`src/hw/rtl/unsigned_divide_64_by_32_core_assert.svh`:
```
// Assertion macros used by the divider cell RTL.
`ifndef UNSIGNED_DIVIDE_64_BY_32_CORE_ASSERT_SVH
`define UNSIGNED_DIVIDE_64_BY_32_CORE_ASSERT_SVH

// Same-cycle implication.
`define UDIV_ASSERT_IMPL(label, clk, rst_n, ante, cons) \
    label: assert property (@(posedge clk) disable iff (!rst_n) (ante) |-> (cons)) \
        else $error("udiv: same-cycle check failed");

// Next-cycle implication.
`define UDIV_ASSERT_NEXT(label, clk, rst_n, ante, cons) \
    label: assert property (@(posedge clk) disable iff (!rst_n) (ante) |=> (cons)) \
        else $error("udiv: next-cycle check failed");

`endif

```
`src/hw/rtl/udiv_pkg.sv`:
```
`timescale 1ns / 1ps
`default_nettype none

package udiv_pkg;

    localparam int DIVIDEND_W = 64;
    localparam int DIVISOR_W  = 32;
    localparam int NUM_CELLS  = DIVIDEND_W;

    typedef struct packed {
        logic [DIVIDEND_W-1:0] dividend;
        logic [DIVISOR_W-1:0]  divisor;
    } request_t;

    typedef struct packed {
        logic [DIVIDEND_W-1:0] quotient;
        logic [DIVISOR_W-1:0]  remainder;
        logic                  div_by_zero;
    } result_t;

    // work: dividend bits still to consume on top, quotient bits entering at the bottom
    typedef struct packed {
        logic [DIVIDEND_W-1:0] work;
        logic [DIVISOR_W-1:0]  rem;
        logic [DIVISOR_W-1:0]  divisor;
        logic                  div_by_zero;
    } stage_t;

endpackage

`default_nettype wire

```
`src/hw/rtl/udiv_cell.sv`:
```
`timescale 1ns / 1ps
`default_nettype none
`include "unsigned_divide_64_by_32_core_assert.svh"

module udiv_cell (
    input  wire logic              clk,
    input  wire logic              rst_n,
    input  wire logic              feed_valid,
    input  wire udiv_pkg::stage_t  feed,
    output logic                   stage_valid,
    output udiv_pkg::stage_t       stage
);

    logic [udiv_pkg::DIVISOR_W:0]   part;
    logic [udiv_pkg::DIVISOR_W+1:0] diff;
    logic                           ge;
    udiv_pkg::stage_t               stage_next;
    udiv_pkg::stage_t               stage_reg;
    logic                           valid_reg;

    always_comb
    begin
        part = {feed.rem, feed.work[udiv_pkg::DIVIDEND_W-1]};
        diff = {1'b0, part} - {2'b00, feed.divisor};
        ge   = !diff[udiv_pkg::DIVISOR_W+1];

        stage_next             = feed;
        stage_next.work        = {feed.work[udiv_pkg::DIVIDEND_W-2:0], ge};
        stage_next.rem         = ge ? diff[udiv_pkg::DIVISOR_W-1:0]
                                    : part[udiv_pkg::DIVISOR_W-1:0];
    end

    always_ff @(posedge clk or negedge rst_n)
    begin
        if (!rst_n)
        begin
            valid_reg <= 1'b0;
        end
        else
        begin
            valid_reg <= feed_valid;
        end
    end

    always_ff @(posedge clk)
    begin
        stage_reg <= stage_next;
    end

    assign stage_valid = valid_reg;
    assign stage       = stage_reg;

    `UDIV_ASSERT_NEXT(a_rem_bound, clk, rst_n,
        feed_valid && feed.divisor != '0 && feed.rem < feed.divisor,
        stage.rem < stage.divisor)
    `UDIV_ASSERT_NEXT(a_zero_part_no_bit, clk, rst_n,
        feed_valid && feed.divisor != '0 && feed.rem == '0 && !feed.work[udiv_pkg::DIVIDEND_W-1],
        !stage.work[0] && stage.rem == '0)
    `UDIV_ASSERT_NEXT(a_divisor_carry, clk, rst_n,
        feed_valid,
        stage.divisor == $past(feed.divisor) && stage.div_by_zero == $past(feed.div_by_zero))

endmodule

`default_nettype wire

```
`config.mk`:
```
export PLATFORM = sky130hd
export DESIGN_NAME = udiv_cell
export DESIGN_NICKNAME = d
export VERILOG_FILES = /design/src/hw/rtl/udiv_pkg.sv /design/src/hw/rtl/udiv_cell.sv
export VERILOG_INCLUDE_DIRS = /design/src /design/src/hw/rtl
export SDC_FILE = /design/constraint.sdc
export NUM_CORES = 1
export LEC_CHECK = 0
export ABC_AREA = 1
export BUFFER_PORTS_ARGS = -buffer_cell sky130_fd_sc_hd__clkbuf_2
export CAP_MARGIN = 40
export CORE_MARGIN = 3
export CORE_UTILIZATION = 45
export CTS_CLUSTER_SIZE = 40
export DETAILED_ROUTE_END_ITERATION = 16
export GPL_TIMING_DRIVEN = 0
export PLACE_DENSITY = 0.84
export SLEW_MARGIN = 40
export SYNTH_ARGS = -nofsm -noshare
export SYNTH_HDL_FRONTEND = slang
export SYNTH_SLANG_ARGS = --single-unit
```
`constraint.sdc`:
```
create_clock -name clk -period 0.8 [get_ports clk]
set_clock_uncertainty 0.05 [all_clocks]
set_input_delay 0 -clock clk [delete_from_list [all_inputs] [get_ports clk]]
set_output_delay 0 -clock clk [all_outputs]
set_load 0.05 [all_outputs]
```
==> results.ini, run 1 <==
[status]
status = stopped before the end
haltStage = clock tree synthesis
error = [ERROR DPL-0033] detailed placement checks failed during check placement.

[synth]
synth-seq-cells = 130
synth_top_cell_area_share_pct = 44.96
ys_seq_area_share_pct = 45.39
synth_top_area_cell = dfxtp_1
syn_nets = 934
yosysUniqueCellTypes = 31
netlist_top_cells_area = dfxtp_1 (45%), nand2_1 (17%), inv_1 (9.3%)
synthCells = 769
ys_warn_count = 0
synth_area_sq_mm = 0.005744
syn_avg_cell_area_sq_um = 7.470

[clock_network]
post_cts_buffers = 29
cts_resized = 540
numCtsBuffers = 17
holdBufCountCts = 124
clk_path_buf_depth = 2
numClockSinks = 130
htree_levels = 4
cts_root_buffer = clkbuf_16

[floorplanning]
die_x_microns = 119.0
row_count = 40
die_y_microns = 119.0
start_util_pct = 46.85
io_pins = 262

[placement]
place_congestion = 0.9176
dpl.hpwl_microns = 14600
dp_slack_ns = -1.048
io_buffers = 261
placed_cells = 1198

==> logic make-up after synthesis <==
logic type | Yosys count | share of synthesized area [%]
XOR/XNOR | 15 | 2.287
adder cells (fa/ha/maj) | 33 | 7.319
buffers and inverters | 154 | 10.78
flip-flops | 130 | 45.39
AO/OA/AOI/OAI | 23 | 2.200
AND/OR/NAND/NOR | 414 | 32.02
==> cells in the mapped netlist (all sizes together) <==
cell      n
nand3b    5
nor2     44
inv     145
xor2     15
fa        1
a21oi    19
dfxtp   129
nand2   270
dfrtp     1
buf       9
or2       1
o21ai     1
nand3    72
and2     10
ha       32
nor3      4
nand4     7
and3      1
o21bai    3
==> through the flow <==
step / cell area (sq um) / hold WS [ns]
after detailed placement: 7641 / -0.2738
after floorplan: 6125 / -0.3456
after global placement: 7641 / -0.2757
==> run 2, diff against run 1 <==
Settings changed: CORE_UTILIZATION 45 to 30, CTS_CLUSTER_SIZE 40 to unset, PLACE_DENSITY 0.84 to unset, PLACE_DENSITY_LB_ADDON set to 0.15.
==> run 2 against run 1 <==
Synthesized area did not move. Synthesized cell count is the same. The flow now finishes, with violations (hold timing, setup timing).
==> results.ini, run 2 <==
[clock_network]
clk_path_buf_depth = 2  ; unchanged
clk_pin_slew_ns = 0.06
numCtsBuffers = 17  ; unchanged
htree_levels = 4  ; unchanged
cts_tree = built
numClockSinks = 130  ; unchanged
cts_root_buffer = clkbuf_16

[worst_setup_path]
cp_common_cell = nand2_2
slowest_delay_ns = 0.25
critPathLaunchType = input port
required_ns = 1.07
critPathBufInv = 3
path_class = in -> reg
critPathTopFamily = simple AND/OR/NAND/NOR gates
arrival_ns = 1.57
cp_max_fo = 8
cp-end-kind = flip-flop
cp_slowest_cell = ha_4
path_cells = buf_8 -> inv_4 -> ha_4 -> nand2_2 -> nand2_2 -> nand2_2 -> nand3_2 -> a21oi_2 -> nor2_2 -> nor2_4 -> nand2_8 -> buf_12 -> nand3_2 -> nand2_1

[routing]
vias_per_cell = 4.402
first_pass_iters = 4
wl_microns = 24990
drtAntennaViolNets = 0
route.detailed.drc = 0
drt_iter0_drc = 289
vias = 6379
wire_per_inst_microns = 17.24

[placement]
dpl.hpwl_microns = 15460  ; +5.9%
placed_cells = 1259  ; +5.1%
io_buffers = 261  ; unchanged
dp_slack_ns = -1.105  ; -0.05756 ns
place_congestion = 0.9085  ; -0.99%

[pwr]
leakagePower_nw = 6.205
power_density_mw_per_mm2 = 1955
power_mw = 24.54
irDropWorstVdd_v = 0.001620

[timing]
min_period_ns = 1.302
fin_crit_sh_pct = 162.7
drv_slew = 0
tightest_slew_ns = 0.3169
holdWs_ns = -0.3301
maxSlewHeadroom_pct = 78.80
worst_slack_ns = -0.5019
final_hold_viol_count = 7
max_freq_ghz = 0.7681
rsz0062_at_grt = true
setup_viol = 163

[synth]
ys_warn_count = 0  ; unchanged
async_flop_share_pct = 0.7692  ; unchanged
ys.flop_type = dfxtp_1
yosysUniqueCellTypes = 31  ; unchanged
netlist_top_cells_area = dfxtp_1 (45%), nand2_1 (17%), inv_1 (9.3%)
synthCells = 769  ; unchanged
yosys.cell_count.top_type = nand2_1
syn_avg_cell_area_sq_um = 7.470  ; unchanged
synth_top_area_cell = dfxtp_1
syn_nets = 934  ; unchanged
synth_common_cells = nand2_1 (264), inv_1 (142), dfxtp_1 (129)
synth-seq-cells = 130  ; unchanged
synth_edf_count = 0  ; unchanged
ys_seq_area_share_pct = 45.39  ; unchanged
synth_area_sq_mm = 0.005744  ; unchanged
synth_top_cell_area_share_pct = 44.96  ; unchanged

[status]
violations = hold timing, setup timing
status = complete, but fails checks

[finish]
largest_reg_flops = 129
layout-drive-gt1-share_pct = 52.17
nFillCells = 1370
postLayoutCoreUtil_pct = 68.23
nets = 1372
final_cell_mix = nand2_1 (195), dlygate4sd3_1 (130), clkbuf_2 (126), dfxtp_2 (126), inv_1 (123)
layout_commonest_cell = nand2_1
area_growth_pct = 118.5
stdcell_count = 1449

[floorplanning]
row_count = 49  ; +23%
io_pins = 262  ; unchanged
die_y_microns = 144.4  ; +21%
core-area_sq_mm = 0.01839
start_util_pct = 31.23  ; -16 points
die_x_microns = 144.4  ; +21%
die_area_sq_mm = 0.02084

[hold_path]
hp-class = in -> reg

[run]
drv_cap = 0

[global_route]
grt_pass1_vias = 6660
antenna_found_initial = 1
grt_max_degree = 17
grt_pass1_wl_microns = 36100
gr-total-overflow = 0
grtUsageTotal_pct = 22.69

==> run 2: cell counts after synthesis <==
Identical to the previous run, type by type.
==> run 2: worst paths after layout <==
kind | slack, ns | depth (start not counted) | start | to
worst max-delay path | -0.50 | 14 | feed[19] | stage[53]
worst min-delay path | -0.33 | 1 | feed[1] | stage[1]
max in group asynchronous | 0.15 | 3 | rst_n | stage_valid
min in group asynchronous | 0.43 | 3 | rst_n | stage_valid
==> run 2: cell families (layout without fill, tap and decap cells) <==
group,after synthesis,count (layout),synth area share [%]
other,0,1,0
buffers and inverters,154,604,10.78
adders and majority gates,33,33,7.319
DFF,130,130,45.39
xor gates and xnor gates,15,15,2.287
and+or+nand+nor,414,414,32.02
AOI/OAI and AO/OA,23,23,2.200
==> run 2: through the flow <==
stage          cell area [sq um]  setup TNS (ns)
6_report                   12550          -37.77
5_1_grt                    12550          -43.14
4_1_cts                    12150          -37.69
3_5_place_dp                7717          -34.86
3_3_place_gp                7717          -35.43
2_1_floorplan               6125          -19.67
==> run 2: repair_timing <==
item / in CTS / in global routing
gates resized for setup: 541 / 130
gates cloned: 3 / 0
endpoints found under the hold margin: 130 / 12
endpoints found under the setup margin: 163 / 163
pin swaps: 51 / 21
hold buffers: 119 / 11
setup buffers: 25 / 4
==> run 2: final cells by class <==
type	count	area (sq um)	share of cell area [%]
well taps	229	286.5	2.283
clock buffers	17	425.4	3.390
multi-input cells	485	3359	26.77
flip-flops and latches	130	2769	22.06
clock inverters	14	156.4	1.246
inverters	145	556.8	4.437
diodes	1	2.502	0.01994
repair buffers	423	4916	39.17
plain buffers	5	77.57	0.6181
==> run 2: report_power, final <==
group	internal (mW)	switching [mW]
sequential	7.19	0.427
combinational	4.21	4.71
clock	4.62	3.37
total	16.0	8.51
==> run 2: layer usage <==
| metal | track usage [%] | part of all wire [%] | up-vias |
|---|---|---|---|
| met5 | 0 | 0 | - |
| met1 | 25.60 | 40 | 2932 |
| met2 | 40.09 | 51 | 201 |
| met3 | 6.250 | 6.9 | 30 |
| met4 | 9.720 | 2.6 | 0 |
| li1 | - | - | 3216 |
Power figures use the tool's default switching activity.
==> run 3, diff against run 2 <==
Settings changed: ABC_AREA 1 to unset.
==> run 3 against run 2 <==
Synthesized area decreased by 13%. Global-route usage is 1.5 points higher. Sequential share of layout area increased by 1.8 points. Highest routed layer unchanged. Critical path depth is 1 lower. Largest power group unchanged. Combinational power is 2.4% higher. Setup slack got worse by 0.98 ns. Non-clock buffer count increased by 11. Sequential power is 1% higher. The flow finishes with violations (setup timing).
==> results.ini, run 3 <==
[clock_network]
htree_levels = 4  ; unchanged
clk_path_buf_depth = 2  ; unchanged
numClockSinks = 130  ; unchanged
numCtsBuffers = 17  ; unchanged
clk_pin_slew_ns = 0.06  ; about the same
cts_tree = built
cts_root_buffer = clkbuf_16

[worst_setup_path]
cp_slowest_cell = o41a_1
cp_max_fo = 3  ; -5
critPathLaunchType = input port
critPathBufInv = 3  ; unchanged
path_class = in -> reg
path_cells = buf_6 -> inv_4 -> ha_4 -> inv_2 -> fa_2 -> a211oi_2 -> o211a_1 -> o31ai_4 -> o41a_1 -> a41oi_2 -> o21ai_1 -> a21boi_2 -> mux2_4
arrival_ns = 2.54  ; +0.97 ns
slowest_delay_ns = 0.48  ; +0.23 ns
critPathTopFamily = compound AO/OA/AOI/OAI gates
required_ns = 1.05  ; -0.02 ns
cp-end-kind = flip-flop

[floorplanning]
die_x_microns = 135.3  ; -6.3%
die_area_sq_mm = 0.01830  ; -12%
start_util_pct = 31.12  ; -0.11 points
row_count = 46  ; -6.1%
io_pins = 262  ; unchanged
core-area_sq_mm = 0.01612  ; -12%
die_y_microns = 135.3  ; -6.3%

[synth]
yosysUniqueCellTypes = 54  ; +74%
synth_top_cell_area_share_pct = 51.50  ; +6.5 points
synth_top_area_cell = dfxtp_1
ys_warn_count = 0  ; unchanged
netlist_top_cells_area = dfxtp_1 (51%), ha_1 (8.0%), mux2_4 (7.5%)
ys_seq_area_share_pct = 52.00  ; +6.6 points
async_flop_share_pct = 0.7692  ; unchanged
syn_avg_cell_area_sq_um = 11.12  ; +49%
synth_area_sq_mm = 0.005015  ; -13%
synth-seq-cells = 130  ; unchanged
ys.flop_type = dfxtp_1
synth_common_cells = dfxtp_1 (129), inv_1 (41), a21oi_1 (32), ha_1 (32), mux2_4 (25)
synth_edf_count = 0  ; unchanged
yosys.cell_count.top_type = dfxtp_1
synthCells = 451  ; -41%
syn_nets = 616  ; -34%

[global_route]
grt_pass1_vias = 5709  ; -14%
grt_pass1_wl_microns = 33810  ; -6.3%
grt_max_degree = 17  ; unchanged
grtUsageTotal_pct = 24.20  ; +1.5 points
gr-total-overflow = 0  ; unchanged
antenna_found_initial = 1  ; unchanged

[pwr]
power_density_mw_per_mm2 = 2157  ; +10%
p_sw_mw = 8.319  ; -2.3%
power_frac_clock_pct = 32.7  ; about the same
swShare_pct = 33.22  ; -1.5 points
irDropWorstVdd_v = 0.001627  ; +0.45%
leakagePower_nw = 5.316  ; -14%
intPower_mw = 16.73  ; +4.3%
power_mw = 25.04  ; +2.1%
share_comb_of_total_power_pct = 36.5  ; about the same
seqPwrFrac_pct = 30.8  ; -0.3 points

[timing]
maxSlewHeadroom_pct = 69.33  ; -9.5 points
setup_viol = 163  ; unchanged
max_freq_ghz = 0.4377  ; -43%
tightest_slew_ns = 0.4570  ; +0.1401 ns
holdWs_ns = 0.03916  ; +0.3693 ns
final_hold_viol_count = 0  ; -7
fin_crit_sh_pct = 285.6  ; +120 points
drv_slew = 0  ; unchanged
rsz0062_at_grt = true
worst_slack_ns = -1.485  ; -0.9828 ns
min_period_ns = 2.285  ; +0.9828 ns

[placement]
io_buffers = 261  ; unchanged
place_congestion = 0.8407  ; -7.5%
placed_area_sq_mm = 0.006708  ; -13%
dpl.hpwl_microns = 12430  ; -20%
placed_cells = 928  ; -26%

[routing]
wl_microns = 23310  ; -6.7%
vias_per_cell = 4.734  ; +7.5%
drt_iter0_drc = 234  ; -19%
vias = 5354  ; -16%
route.detailed.drc = 0  ; unchanged
wire_per_inst_microns = 20.61  ; +20%
drtAntennaViolNets = 0  ; unchanged
first_pass_iters = 4  ; unchanged

[hold_path]
hp-class = in -> reg
min_to = stage[64]
hold_path_depth = 4  ; +3
min_from = feed[64]

[status]
status = complete, but fails checks
violations = setup timing

[finish]
nFillCells = 978  ; -29%
layout_commonest_cell = dlygate4sd3_1
nets = 1066  ; -22%
area_growth_pct = 131.5
stdcell_count = 1131  ; -22%
layout-drive-gt1-share_pct = 61.82  ; +9.6 points
stdcell_area_sq_mm = 0.01161  ; -7.5%
largest_reg_flops = 129  ; unchanged
final_cell_mix = dlygate4sd3_1 (133), dfxtp_2 (128), clkbuf_2 (118), clkbuf_16 (87), buf_8 (61)

[run]
drv_cap = 0  ; unchanged

==> run 3: per-layer routing <==
metal	vias to the layer above	wire length, microns	global-route usage, %	share of wire, %
li1	2490	-	-	-
met1	2598	8748	26.41	38
met2	222	12370	43.86	53
met3	44	1455	6.241	6.2
met4	0	732	10.97	3.1
met5	-	0	0	0
==> run 3: what timing repair did <==
action | 4_1_cts | 5_1_grt
buffers inserted | 24 | 18
gates cloned | 3 | 0
resized for setup | 490 | 152
hold endpoints to repair | 130 | 0
endpoints found under the setup margin | 163 | 163
hold buffers | 133 | 0
pin swaps | 18 | 20
==> run 3: layout make-up <==
class | count | area (sq um) | area share, %
plain buffers | 3 | 60.06 | 0.5173
clock buffers | 18 | 439.2 | 3.783
flip-flops and latches | 130 | 2768 | 23.84
inverters | 41 | 171.4 | 1.476
diodes | 1 | 2.502 | 0.02155
well taps | 216 | 270.3 | 2.328
clock inverters | 14 | 166.4 | 1.433
repair buffers | 436 | 5152 | 44.38
multi-input cells | 272 | 2580 | 22.22
==> run 3: worst max-delay path by stage <==
stage          slack (ns)  startpoint   endpoint  cells after the start
6_report            -1.48   feed[128]  stage[61]                     13
5_1_grt             -1.55   feed[128]  stage[61]                     13
4_1_cts             -1.46   feed[128]  stage[57]                     13
3_5_place_dp        -2.09   feed[128]  stage[63]                     13
3_3_place_gp        -2.07   feed[128]  stage[59]                     13
2_1_floorplan       -1.61    feed[22]  stage[36]                     12
==> run 3: cell families (layout without fill, tap and decap cells) <==
logic type                 after synthesis  after routing  share of synthesized area, %
other                                    0              1                             0
DFF                                    130            130                         52.00
buffers and inverters                   49            512                         4.666
xor gates and xnor gates                24             24                         4.192
and+or+nand+nor                         80             80                         7.959
adders and majority gates               33             33                         8.383
muxes                                   33             33                         9.132
AOI/OAI and AO/OA                      102            102                         13.67
==> run 3: metrics by stage <==
stage,utilization (%),setup WS (ns),setup TNS [ns]
floorplan,-,-1.606,-50.97
global placement,41.62,-2.073,-64.92
detailed placement,41.62,-2.088,-65.37
CTS,69.29,-1.458,-65.09
global route,72.04,-1.548,-67.79
finish,72.04,-1.485,-62.69
==> run 3: power groups by stage <==
stage / clock network (mW) / registers, mW / logic (mW)
6_report: 8.19 / 7.72 / 9.13
5_1_grt: 8.59 / 7.77 / 9.47
4_1_cts: 8.14 / 7.59 / 8.52
3_5_place_dp: 0 / 7.41 / 5.69
3_3_place_gp: 0 / 7.41 / 5.65
2_1_floorplan: 0 / 9.63 / 1.99
